[config.mk]
export PLATFORM = sky130hd
export DESIGN_NAME = olst_cell
export DESIGN_NICKNAME = d
export VERILOG_FILES = /design/src/sv/olst_pkg.sv /design/src/sv/olst_cell.sv
export SDC_FILE = /design/constraint.sdc
export NUM_CORES = 1
export LEC_CHECK = 0
export ABC_AREA = 1
export BUFFER_PORTS_ARGS = -buffer_cell sky130_fd_sc_hd__buf_2
export CAP_MARGIN = 20
export CORE_MARGIN = 5
export CORE_UTILIZATION = 44
export DETAILED_ROUTE_END_ITERATION = 6
export HOLD_SLACK_MARGIN = 0.12
export PLACE_DENSITY = 0.79
export SYNTH_ARGS = -nofsm -noshare
export SYNTH_HDL_FRONTEND = slang
export SYNTH_SLANG_ARGS = --single-unit
[constraint.sdc]
create_clock -name clock -period 1.6 [get_ports clock]
set_clock_uncertainty 0.05 [all_clocks]
set_input_delay 0.4 -clock clock [delete_from_list [all_inputs] [get_ports clock]]
set_output_delay 0.4 -clock clock [all_outputs]
set_load 0.01 [all_outputs]
[src/sv/olst_pkg.sv]
// Package for the ordered list engine: sizes, command and status codes,
// cell control types and the value conversion helper. No dependencies.
package olst_pkg;

   // List size and stored value width
   localparam int CAPACITY    = 64;
   localparam int VALUE_WIDTH = 32;

   // Fixed port field widths
   localparam int ACT_W  = 3;
   localparam int REQ_W  = 32;
   localparam int POS_W  = 7;
   localparam int STAT_W = 2;
   localparam int LEN_W  = 7;

   // Count register must hold CAPACITY itself
   localparam int CNT_W  = $clog2(CAPACITY + 1);
   localparam int WIDE_W = (CNT_W > POS_W) ? CNT_W : POS_W;

   // Match priority tree: groups of eight cells
   localparam int GRP_SIZE = 8;
   localparam int NGRP     = (CAPACITY + GRP_SIZE - 1) / GRP_SIZE;

   typedef enum logic [ACT_W-1:0] {
      ACT_HEAD  = 3'd0,
      ACT_TAIL  = 3'd1,
      ACT_POS   = 3'd2,
      ACT_DEL   = 3'd3,
      ACT_FIND  = 3'd4,
      ACT_CLEAR = 3'd5
   } action_type;

   typedef enum logic [STAT_W-1:0] {
      STAT_OK   = 2'd0,
      STAT_FULL = 2'd1,
      STAT_POS  = 2'd2,
      STAT_MISS = 2'd3
   } status_type;

   typedef enum logic [3:0] {
      ST_IDLE = 4'b0001,
      ST_CMP  = 4'b0010,
      ST_GRP  = 4'b0100,
      ST_EXEC = 4'b1000
   } state_type;

   // What a cell loads at the next edge
   typedef enum logic [1:0] {
      CELL_HOLD = 2'd0,
      CELL_LOAD = 2'd1,
      CELL_PREV = 2'd2,
      CELL_NEXT = 2'd3
   } cell_op_type;

   typedef struct packed {
      cell_op_type op;
      logic        occ;
   } cell_ctrl_type;

   // Sign-extend the request value, then keep VALUE_WIDTH bits
   function automatic logic [VALUE_WIDTH-1:0] held_value(input logic [REQ_W-1:0] raw);
      logic signed [63:0] ext;
      ext = 64'(signed'(raw));
      return ext[VALUE_WIDTH-1:0];
   endfunction

endpackage

[src/sv/olst_cell.sv]
// One list cell: holds a single entry and its match flag, and shifts
// toward either neighbor on command. Depends on olst_pkg.
module olst_cell (
   input  logic                           clock,
   input  olst_pkg::cell_ctrl_type        ctrl,
   input  logic [olst_pkg::VALUE_WIDTH-1:0] value,
   input  logic [olst_pkg::VALUE_WIDTH-1:0] prev_entry,
   input  logic [olst_pkg::VALUE_WIDTH-1:0] next_entry,
   output logic [olst_pkg::VALUE_WIDTH-1:0] entry,
   output logic                           match
);
   import olst_pkg::*;

   logic [VALUE_WIDTH-1:0] entry_ff, entry_in;
   logic                   match_ff, match_in;

   // Entry update
   always_comb begin
      case (ctrl.op)
         CELL_LOAD: entry_in = value;
         CELL_PREV: entry_in = prev_entry;
         CELL_NEXT: entry_in = next_entry;
         default:   entry_in = entry_ff;
      endcase
   end

   // Compare against the held command value, occupied cells only
   assign match_in = ctrl.occ && (entry_ff == value);

   always_ff @(posedge clock) begin
      entry_ff <= entry_in;
      match_ff <= match_in;
   end

   assign entry = entry_ff;
   assign match = match_ff;

endmodule

# Yosys cells after proc, flatten, opt, wreduce, memory -nomap -nowiden
# Index checks and enable logic that the tools add are counted.
[classes] mux=1 shifts=0 eq_ne=4 addsub=0 order_cmp=0 mul=0 bitwise=0 div_mod_pow=0 reduce_logical=2
[ops] operator="32-bit one-hot mux with 3 select lines" count=1
[ops] operator="32-bit equality test" count=1
[ops] operator="2-bit equality test, second input constant" count=2
[ops] operator="3-bit nonzero test" count=1
[ops] operator="2-bit by 1-bit equality test with 1-bit output, second input constant" count=1
[ops] operator="1-bit logical AND" count=1
[word_totals] regBits=33 romBits=0 latch_bits=0 mem_count=0 inputBits=100 ramBits=0

# Longest topological paths before layout
# Gate-level depths: netlist (run 1).
[logic_depth] depth_word=2 ltp_mapped=8

# Worst setup path before layout (run 1)
# OpenSTA, ideal clock, no wires.
[synth_timing] path_type="input-to-reg" startpoint="input port ctrl[1] (netlist bit)" endpoint="register entry_ff[0], in the netlist entry[0], enable pin" required_time_ps=1220 slack_ps=150 setup_time_ps=330 arrival_ps=1071 path_stages=2 cell_sequence="buf_4 or2_2"
[synth_between] elab_chain_len=2 elab_cells_between_ends=4 classes_between="eq/ne (3); reduce/logical (1)"
[synth_lines] element="from (decl)" line="olst_cell.sv:5" source="input olst_pkg::cell_ctrl_type ctrl,"
[synth_lines] element="2-bit equality test or 2-bit by 1-bit equality test with 1-bit output (tied branches)" line="olst_cell.sv:19" source="case (ctrl.op)"
[synth_lines] element="3-bit nonzero test (no line) (*)"
[synth_lines] element="to (signal assigned)" line="olst_cell.sv:31" source="entry_ff <= entry_in;"
[synth_lines] element="to (decl)" line="olst_cell.sv:14" source="logic [VALUE_WIDTH-1:0] entry_ff, entry_in;"
# Every way passes the cells marked *; elsewhere a longest branch is shown, timed or not.
# A chain may end at the register's enable or synchronous reset.

# Worst setup path in the final report (run 1)
[layout_timing] startpoint="register entry_ff[21], in the netlist entry[21]" endpoint="output port entry[21] (netlist bit)"
[layout_lines] element="to (decl)" line="olst_cell.sv:9" source="output logic [olst_pkg::VALUE_WIDTH-1:0] entry,"
# No word-level cell between the ends.

==> results of run 1 <==
flip-flops by register name, indices dropped and copies added (netlist names):
name and flops:
match 1, entry 32
cell usage after synthesis, drive strengths merged:
master	instances	area, um2
nand2	108	405
nand3	48	240
inv	40	153
edfxtp	32	961
o211ai	20	150
nor2	17	80.1
buf	13	88.8
xnor2	7	61.3
o21ai	4	20.0
xor2	3	26.3
clkbuf	1	3.75
dfxtp	1	20.0
nor3	1	5.00
or2	1	6.26
layout make-up:
cell class / instances / area [um2]
fill: 451 / 1790
timing repair buffer: 140 / 721
sequential: 33 / 981
inverter: 40 / 153
clock buffer: 8 / 90.1
tap: 67 / 83.8
multi-input combinational: 209 / 995
per-stage QoR:
stage          setup WS, ns  hold slack (ns)  cell area (um2)  utilization  total power [mW]
2_1_floorplan         0.150            0.540             2220            -              1.50
3_3_place_gp          0.186            0.598             2930        0.609              1.78
3_5_place_dp          0.134            0.621             2930        0.609              1.80
4_1_cts               0.266            0.337             3020        0.628              2.45
5_1_grt               0.241            0.348             3020        0.628              2.56
6_report              0.276            0.346             3020        0.628              2.43
placed cells by master (no fill, tap or decap):
cell type / instances
xnor2_1: 7
dfxtp_1: 1
buf_4: 8
clkbuf_1: 2
inv_1: 39
nor2_8: 1
nand3_1: 48
nand2_1: 108
inv_4: 1
nor2_1: 16
or2_2: 1
clkbuf_8: 6
o211ai_1: 20
buf_2: 132
o21ai_0: 4
xor2_1: 3
edfxtp_1: 32
nor3_1: 1
cells by family after synthesis:
| family | synth area share |
|---|---|
| simple gates | 0.332 |
| xor+xnor | 0.0394 |
| flops | 0.442 |
| compound gates | 0.0766 |
| buf+inv | 0.110 |
metal layers:
layer,vias to the layer above,wire (um),part of all wire,track usage
met5,-,0,0,0
met2,102,3520,0.52,0.345
met4,0,57,0.0084,0.0676
met1,1058,2610,0.38,0.238
met3,4,612,0.090,0.0554
li1,1226,-,-,-
power groups by stage:
stage / Combinational, mW / Clock [mW] / Sequential [mW]
final: 0.638 / 0.646 / 1.14
after global routing: 0.714 / 0.694 / 1.15
after CTS: 0.644 / 0.665 / 1.14
after detailed placement: 0.641 / 0 / 1.16
after global placement: 0.629 / 0 / 1.16
after floorplan: 0.299 / 0 / 1.20
how the worst min path moves through the flow:
stage                        startpoint                  end  cells past startpoint
detailed placement  entry[26]$_DFFE_PP_        match$_DFF_P_                      5
floorplan                prev_entry[11]  entry[11]$_DFFE_PP_                      2
finish                   prev_entry[18]  entry[18]$_DFFE_PP_                      3
global route             prev_entry[11]  entry[11]$_DFFE_PP_                      3
CTS                      prev_entry[11]  entry[11]$_DFFE_PP_                      3
global placement    entry[30]$_DFFE_PP_        match$_DFF_P_                      5
worst reg2reg max path: stages, from the launching register on:
cell	delay [ns]
edfxtp_1	0.42
nand2_1	0.09
nand2_1	0.05
nor2_1	0.11
nand2_1	0.07
nor2_1	0.15
nand3_1	0.10
nor2_1	0.08
==> results.md, run 1 <==
- Final ANT Viol Nets: 0
- Final std cells w/o fill: around 500
- Num CTS Buffers: 5
- Global route overflow: 0
- R2R depth: 7
- Max-Cap Viols: 0
- Cts hold-fix bufs: 0
- Crit path max-delay family: flip-flops
- Tot GR Track Use: 0.200
- Clock slew at reported path FFs: 0.07 ns
- Total number of vias: about 2,400
- RSZ-0062 raised after global routing: false
- Clock tree buffer depth: 2
- RR Endpoint: match$_DFF_P_
- Post-synthesis sequential area ratio: 0.442
- CP Data Arrival Time: about 0.87 ns
- # clock sinks: 33
- Worst rel slew slack: 0.699
- Sequential share of power: 0.471
- CP max-delay cell: edfxtp_1
- Detailed Place HPWL: between 5000 and 6000 um
- Switching Fraction: 0.294
- Worst Setup Start Kind: flip-flop
- CORE AREA: 4820 um2
- Initial antenna violation count: 0
- First-pass GRT wire length: 10,100 um
- # port buffers: 132
- Initial DRC Count: 116
- Hold Path Class: input pin to flip-flop
- Vias in the first global route: between 2,000 and 2,500
- Crit. End Element: output pin
- Clock latency reported for the late side of the worst-skew pair: 0.28 ns
- Share of cells above drive strength 1: 0.347
- R2R setup slack: about 0.4 ns
- Via density: ~4.8
- Clk pwr share: 0.266
- Initial Util: 0.461
- YS warnings: 0
- Fin crit share: 0.827
- Final hold vios: 0
- Root buf cell: clkbuf_8
- WP buf/inv: 1
- Syn nets: 396
- End of the critical path: entry[21]
- Htree depth: 2
- Die ar.: 6570 um2
- Crit. Startpoint: entry[21]$_DFFE_PP_
- PostCTS Resize Cnt: 0
- CP max stage delay: around 0.43 ns
- Ant. Diodes: 0
- RD Place Congestion: ~0.83
- First-pass DRT Iterations: 4
- Post CTS Setup Buffer Count: 0
- Leak: around 1.6 nW
- CTS tree: done
- Internal: 1.71 mW
- Synth Instances: around 300
- Cells along the critical path: buf_2
- Detailed-route wire length: 6800 um
- Critical Path Fanout Max: 3
- Largest net degree at the start of global routing: 33
- Run status: completed
- Nets: 529
- Cell area power density: 803 nW/um2
- Cell variety after synth: 18
- Setup CP Type: flip-flop to output pin
- Fmax: about 760 MHz
- P&R area growth vs syn: 36.1%
- Final setup violation count: 0
- Stages on the worst setup path: 1
- Worst slew pin tran: between 0.4 and 0.5 ns
- P_sw: 0.712 mW
- FF+latch count, synth: 33
- RR Startpoint: entry[28]$_DFFE_PP_
- Synthesized area per cell: between 7 and 8 um2
- WL/cell: 13.7 um
- Placed insts: roughly 500
- Peak VDD IR: 0.391 mV
- Max Slew Vio Count: 0
- Die height: ~80 um
- Setup TNS: 0 ns
- Req. time, crit path: 1.15 ns
- Mapped cell area: between 2000 and 2500 um2
- Chip width: 81.0 um
- # DRC: 0
- FP Rows: 25
- Power share of the combinational group: 0.263
- Fin crit period: roughly 1.3 ns
- Top Ports: 133
Power figures use the tool's default switching activity.
==> run 2, diff against run 1 <==
==> constraint.sdc (replaced) <==
create_clock -name clock -period 1.3 [get_ports clock]
set_clock_uncertainty 0.05 [all_clocks]
set_input_delay 0.325 -clock clock [delete_from_list [all_inputs] [get_ports clock]]
set_output_delay 0.325 -clock clock [all_outputs]
set_load 0.01 [all_outputs]
==> run 2 against run 1 <==
Wire length is 2.9% lower. Sequential power is 24% higher. Utilization down 0.42 points. Register-to-register slack got worse by 0.29 ns. Cell count is 0.40% lower. First-iteration DRC count is 14% higher. Non-clock buffer count shrank 2. Largest power group unchanged. Highest routed layer unchanged.
==> results.md, run 2 (synthesis results as in run 1) <==
- Finished Core Util: 0.623 (was 0.628)
- Fin crit share: 0.965
- Fmax: between 700 and 800 MHz
- Max Slew Vio Count: 0 (unchanged)
- RD Place Congestion: 0.830 (was 0.826)
- Leak: 1.56 nW (was 1.58 nW)
- Most frequent cells in the layout: buf_2, nand2_1, nand3_1, inv_1, edfxtp_1 (unchanged)
- Chip width: 81.0 um (unchanged)
- Placed insts: 487 (was 489)
- CTS tree: done (unchanged)
- Max-Cap Viols: 0 (unchanged)
- Final setup violation count: 0 (unchanged)
- Cells along the critical path: buf_2 (unchanged)
- Dpl ws: -0.112 ns (was 0.134 ns)
- Die ar.: 6570 um2 (unchanged)
- Commonest non-fill, non-tap cell in the layout: buf_2 (unchanged)
- CP max-delay cell: edfxtp_1 (unchanged)
- Largest net degree at the start of global routing: 33 (unchanged)
- Run status: completed (unchanged)
- Max FFs per register: 32 (unchanged)
- Final ANT Viol Nets: 0 (unchanged)
- Worst setup margin: 0.0455 ns (was 0.276 ns)
- Clock slew at reported path FFs: 0.07 ns (about the same)
- Global route overflow: 0 (unchanged)
- Final std cells w/o fill: 495 (was 497)
- Total number of vias: 2,396 (was 2,390)
- Multi-input logic area: 1000 um2 (was 995 um2)
- FP Rows: 25 (unchanged)
- Crit. End Element: output pin (unchanged)
- # port buffers: 132 (unchanged)
- Htree depth: 2 (unchanged)
- Share of cells above drive strength 1: 0.343 (was 0.347)
- Initial DRC Count: 132 (was 116)
- Req. time, crit path: 0.93 ns (was 1.15 ns)
- Setup TNS: 0 ns (unchanged)
- CORE AREA: 4820 um2 (unchanged)
- # DRC: 0 (unchanged)
- First-pass DRT Iterations: 4 (unchanged)
- Clock tree buffer depth: 2 (unchanged)
- Final hold vios: 0 (unchanged)
- Clock latency reported for the late side of the worst-skew pair: 0.28 ns (about the same)
- CP Data Arrival Time: 0.88 ns (was 0.87 ns)
- CP max stage delay: 0.43 ns (about the same)
- Detailed-route wire length: 6610 um (was 6800 um)
- WP buf/inv: 1 (unchanged)
- RSZ-0062 raised after global routing: false (unchanged)
- Worst rel slew slack: 0.688 (was 0.699)
- Nets: 527 (was 529)
- Initial antenna violation count: 0 (unchanged)
- Top Ports: 133 (unchanged)
- Cell area power density: 977 nW/um2 (was 803 nW/um2)
- Fin crit period: about 1.3 ns
- Fill cells: 450 (was 451)
- Worst slew pin tran: 0.469 ns (was 0.452 ns)
- Vias in the first global route: 2,343 (was 2,304)
- Critical Path Fanout Max: 3 (unchanged)
- Crit path max-delay family: flip-flops (unchanged)
- Worst hold slack: 0.266 ns (was 0.346 ns)
- Root buf cell: clkbuf_8 (unchanged)
- First-pass GRT wire length: 10,400 um (was 10,100 um)
- # clock sinks: 33 (unchanged)
- Initial Util: 0.461 (unchanged)
- Ant. Diodes: 0 (unchanged)
- Num CTS Buffers: 5 (unchanged)
- Reg area: 981 um2 (unchanged)
- Hold Path Class: input pin to flip-flop (unchanged)
- Tot GR Track Use: 0.203 (was 0.200)
- Via density: 4.84 (was 4.81)
- Detailed Place HPWL: 5130 um (was 5350 um)
- WL/cell: 13.3 um (was 13.7 um)
- Peak VDD IR: 0.424 mV (was 0.391 mV)
- Die height: 81.0 um (unchanged)
- Worst Setup Start Kind: flip-flop (unchanged)
- Setup CP Type: flip-flop to output pin (unchanged)
- P&R area growth vs syn: 35.2% (was 36.1%)
[run 2: cell types whose count changed in the layout (fill, tap and decap cells not counted), sizes merged]
cell,delta
buf,-2
[run 2: timing repair]
item,in CTS,in global routing
resized for setup,0,1
setup buffers,0,0
endpoints found under the setup margin,0,1
hold buffers,0,0
[run 2: metrics by stage]
stage                     total power [mW]  instance area (um2)
after floorplan                       1.85                 2220
after global placement                2.19                 2920
after detailed placement              2.21                 2920
after CTS                             2.96                 3000
after global routing                  3.11                 3000
final                                 2.93                 3000
[run 2: final cells by class]
| cell class | instances | area share |
|---|---|---|
| Inverter | 40 | 0.0508 |
| Multi-Input combinational cell | 209 | 0.333 |
| Clock buffer | 8 | 0.0267 |
| Tap cell | 67 | 0.0279 |
| Sequential cell | 33 | 0.327 |
| Timing Repair Buffer | 138 | 0.235 |
[run 2: path summary, 6_finish.rpt]
check	from	end	slack (ns)	cells past startpoint
min reg2reg	entry[30]$_DFFE_PP_	match$_DFF_P_	0.62	5
min	prev_entry[14]	entry[14]$_DFFE_PP_	0.27	3
max reg2reg	entry[28]$_DFFE_PP_	match$_DFF_P_	0.12	7
max	entry[21]$_DFFE_PP_	entry[21]	0.05	1
[run 2: where the power goes]
part	internal (mW)	switching, mW	total, mW	leakage [nW]
Clock	0.380	0.366	0.746	0.0395
Sequential	1.32	0.0883	1.41	0.338
Combinational	0.356	0.423	0.779	1.19
Total	2.06	0.877	2.93	1.56
[run 2: worst min-delay path, delay by kind of cell]
| kind | cells | cell delay [ns] |
|---|---|---|
| simple gates | 2 | 0.09 |
| buf+inv | 1 | 0.07 |
[run 2: layer usage]
layer  vias to the layer above  GRT usage  part of all wire
met1                      1051      0.249              0.39
met5                         -          0                 0
li1                       1222          -                 -
met3                        11     0.0643              0.10
met4                         0     0.0524             0.017
met2                       112      0.346              0.49
==> run 3, diff against run 2 <==
--- a/config.mk
+++ b/config.mk
@@ -12,7 +12,7 @@
 export CORE_UTILIZATION = 44
 export DETAILED_ROUTE_END_ITERATION = 6
 export HOLD_SLACK_MARGIN = 0.12
-export PLACE_DENSITY = 0.79
+export PLACE_DENSITY_LB_ADDON = 0.3
 export SYNTH_ARGS = -nofsm -noshare
 export SYNTH_HDL_FRONTEND = slang
 export SYNTH_SLANG_ARGS = --single-unit
==> run 3 against run 2 <==
Combinational power increased by 1%. First-iteration DRC count decreased by 12%. Critical path depth unchanged.
==> results.md, run 3 (synthesis results as in run 1) <==
- Critical Path Fanout Max: 3 (unchanged)
- Htree depth: 2 (unchanged)
- Leak: 1.57 nW (was 1.56 nW)
- Run status: completed (unchanged)
- Setup CP Type: flip-flop to output pin (unchanged)
- CTS tree: done (unchanged)
- RD Place Congestion: 0.878 (was 0.830)
- Crit. End Element: output pin (unchanged)
- Global route overflow: 0 (unchanged)
- Cells along the critical path: buf_2 (unchanged)
- WL/cell: 13.3 um (about the same)
- WP buf/inv: 1 (unchanged)
- Fill cells: 470 (was 450)
- P&R area growth vs syn: 35.7% (was 35.2%)
- Die ar.: 6570 um2 (unchanged)
- # DRC: 0 (unchanged)
- Total number of vias: 2,422 (was 2,396)
- Chip width: 81.0 um (unchanged)
- RSZ-0062 raised after global routing: false (unchanged)
- Detailed Place HPWL: 5210 um (was 5130 um)
- Worst Setup Start Kind: flip-flop (unchanged)
- Vias in the first global route: 2,343 (unchanged)
- CORE AREA: 4820 um2 (unchanged)
- Top Ports: 133 (unchanged)
- Worst setup margin: 0.0485 ns (was 0.0455 ns)
- CP max stage delay: 0.43 ns (about the same)
- Dpl ws: -0.0692 ns (was -0.112 ns)
- Nets: 528 (was 527)
- Hold Path Class: input pin to flip-flop (unchanged)
- # port buffers: 132 (unchanged)
- Worst hold slack: 0.265 ns (was 0.266 ns)
- Detailed-route wire length: 6600 um (was 6610 um)
- Max-Cap Viols: 0 (unchanged)
- Cell area power density: 975 nW/um2 (was 977 nW/um2)
- FP Rows: 25 (unchanged)
- Most frequent cells in the layout: buf_2, nand2_1, nand3_1, inv_1, edfxtp_1 (unchanged)
- Initial Util: 0.461 (unchanged)
- First-pass DRT Iterations: 4 (unchanged)
- Clock latency reported for the late side of the worst-skew pair: 0.28 ns (about the same)
- Fmax: 799 MHz (was 797 MHz)
- First-pass GRT wire length: 10,300 um (was 10,400 um)
- R2R setup slack: 0.11 ns (was 0.12 ns)
- Reg area: 981 um2 (unchanged)
- Worst rel slew slack: 0.694 (was 0.688)
- Initial antenna violation count: 0 (unchanged)
- CP Data Arrival Time: 0.88 ns (about the same)
- Req. time, crit path: 0.93 ns (about the same)
- Clock slew at reported path FFs: 0.07 ns (about the same)
- Initial DRC Count: 116 (was 132)
- Final setup violation count: 0 (unchanged)
- Fin crit period: 1.25 ns (about the same)
- Via density: 4.88 (was 4.84)
- Commonest non-fill, non-tap cell in the layout: buf_2 (unchanged)
- CP max-delay cell: edfxtp_1 (unchanged)
- Final ANT Viol Nets: 0 (unchanged)
- Crit path max-delay family: flip-flops (unchanged)
- Die height: 81.0 um (unchanged)
- Max FFs per register: 32 (unchanged)
- Num CTS Buffers: 5 (unchanged)
- Final hold vios: 0 (unchanged)
- Clock tree buffer depth: 2 (unchanged)
- Peak VDD IR: 0.532 mV (was 0.424 mV)
- Root buf cell: clkbuf_8 (unchanged)
- Worst slew pin tran: 0.460 ns (was 0.469 ns)
- Multi-input logic area: 1000 um2 (unchanged)
- Max Slew Vio Count: 0 (unchanged)
- Share of cells above drive strength 1: 0.350 (was 0.343)
- # clock sinks: 33 (unchanged)
- Fin crit share: 0.963 (was 0.965)
- Ant. Diodes: 0 (unchanged)
- Largest net degree at the start of global routing: 33 (unchanged)
- Tot GR Track Use: 0.203 (about the same)
## run 3: routing by layer
layer | vias up | global-route usage | part of all wire | wire (um)
met2 | 100 | 0.346 | 0.50 | 3300
met4 | 0 | 0.0743 | 0.017 | 111
met1 | 1083 | 0.245 | 0.39 | 2580
li1 | 1228 | - | - | -
met3 | 11 | 0.0565 | 0.091 | 603
met5 | - | 0 | 0 | 0
## run 3: final cells by class
type	count	share of cell area
clock inverters	2	0.00332
clock buffers	6	0.0241
flip-flops and latches	33	0.326
inverters	40	0.0507
repair buffers	139	0.237
multi-input cells	209	0.332
well taps	67	0.0278
## run 3: report_power, final
part           switching [mW]  leakage (nW)  internal (mW)
clock network           0.373        0.0450          0.371
logic                   0.428          1.19          0.360
registers              0.0855         0.338           1.32
total                   0.887          1.57           2.05
## run 3: final timing paths
check / from / end / depth (start not counted)
setup / recovery: entry[31]$_DFFE_PP_ / entry[31] / 1
hold / removal: prev_entry[11] / entry[11]$_DFFE_PP_ / 3
setup reg to reg: entry[28]$_DFFE_PP_ / match$_DFF_P_ / 7
hold reg to reg: entry[30]$_DFFE_PP_ / match$_DFF_P_ / 5
## run 3: repair_timing
item,in CTS,in global routing
resized for setup,0,1
hold buffers,0,0
endpoints found under the setup margin,0,2
setup buffers,0,1
## run 3: stage by stage
step | std cells | utilization | total power [mW] | TNS (ns) | area [um2]
floorplan | 296 | - | 1.85 | 0 | 2220
finish | 496 | 0.625 | 2.94 | 0 | 3010
global route | 496 | 0.625 | 3.12 | 0 | 3010
CTS | 495 | 0.623 | 2.95 | 0 | 3000
detailed placement | 487 | 0.606 | 2.22 | -2.66 | 2920
global placement | 487 | 0.606 | 2.19 | -1.40 | 2920
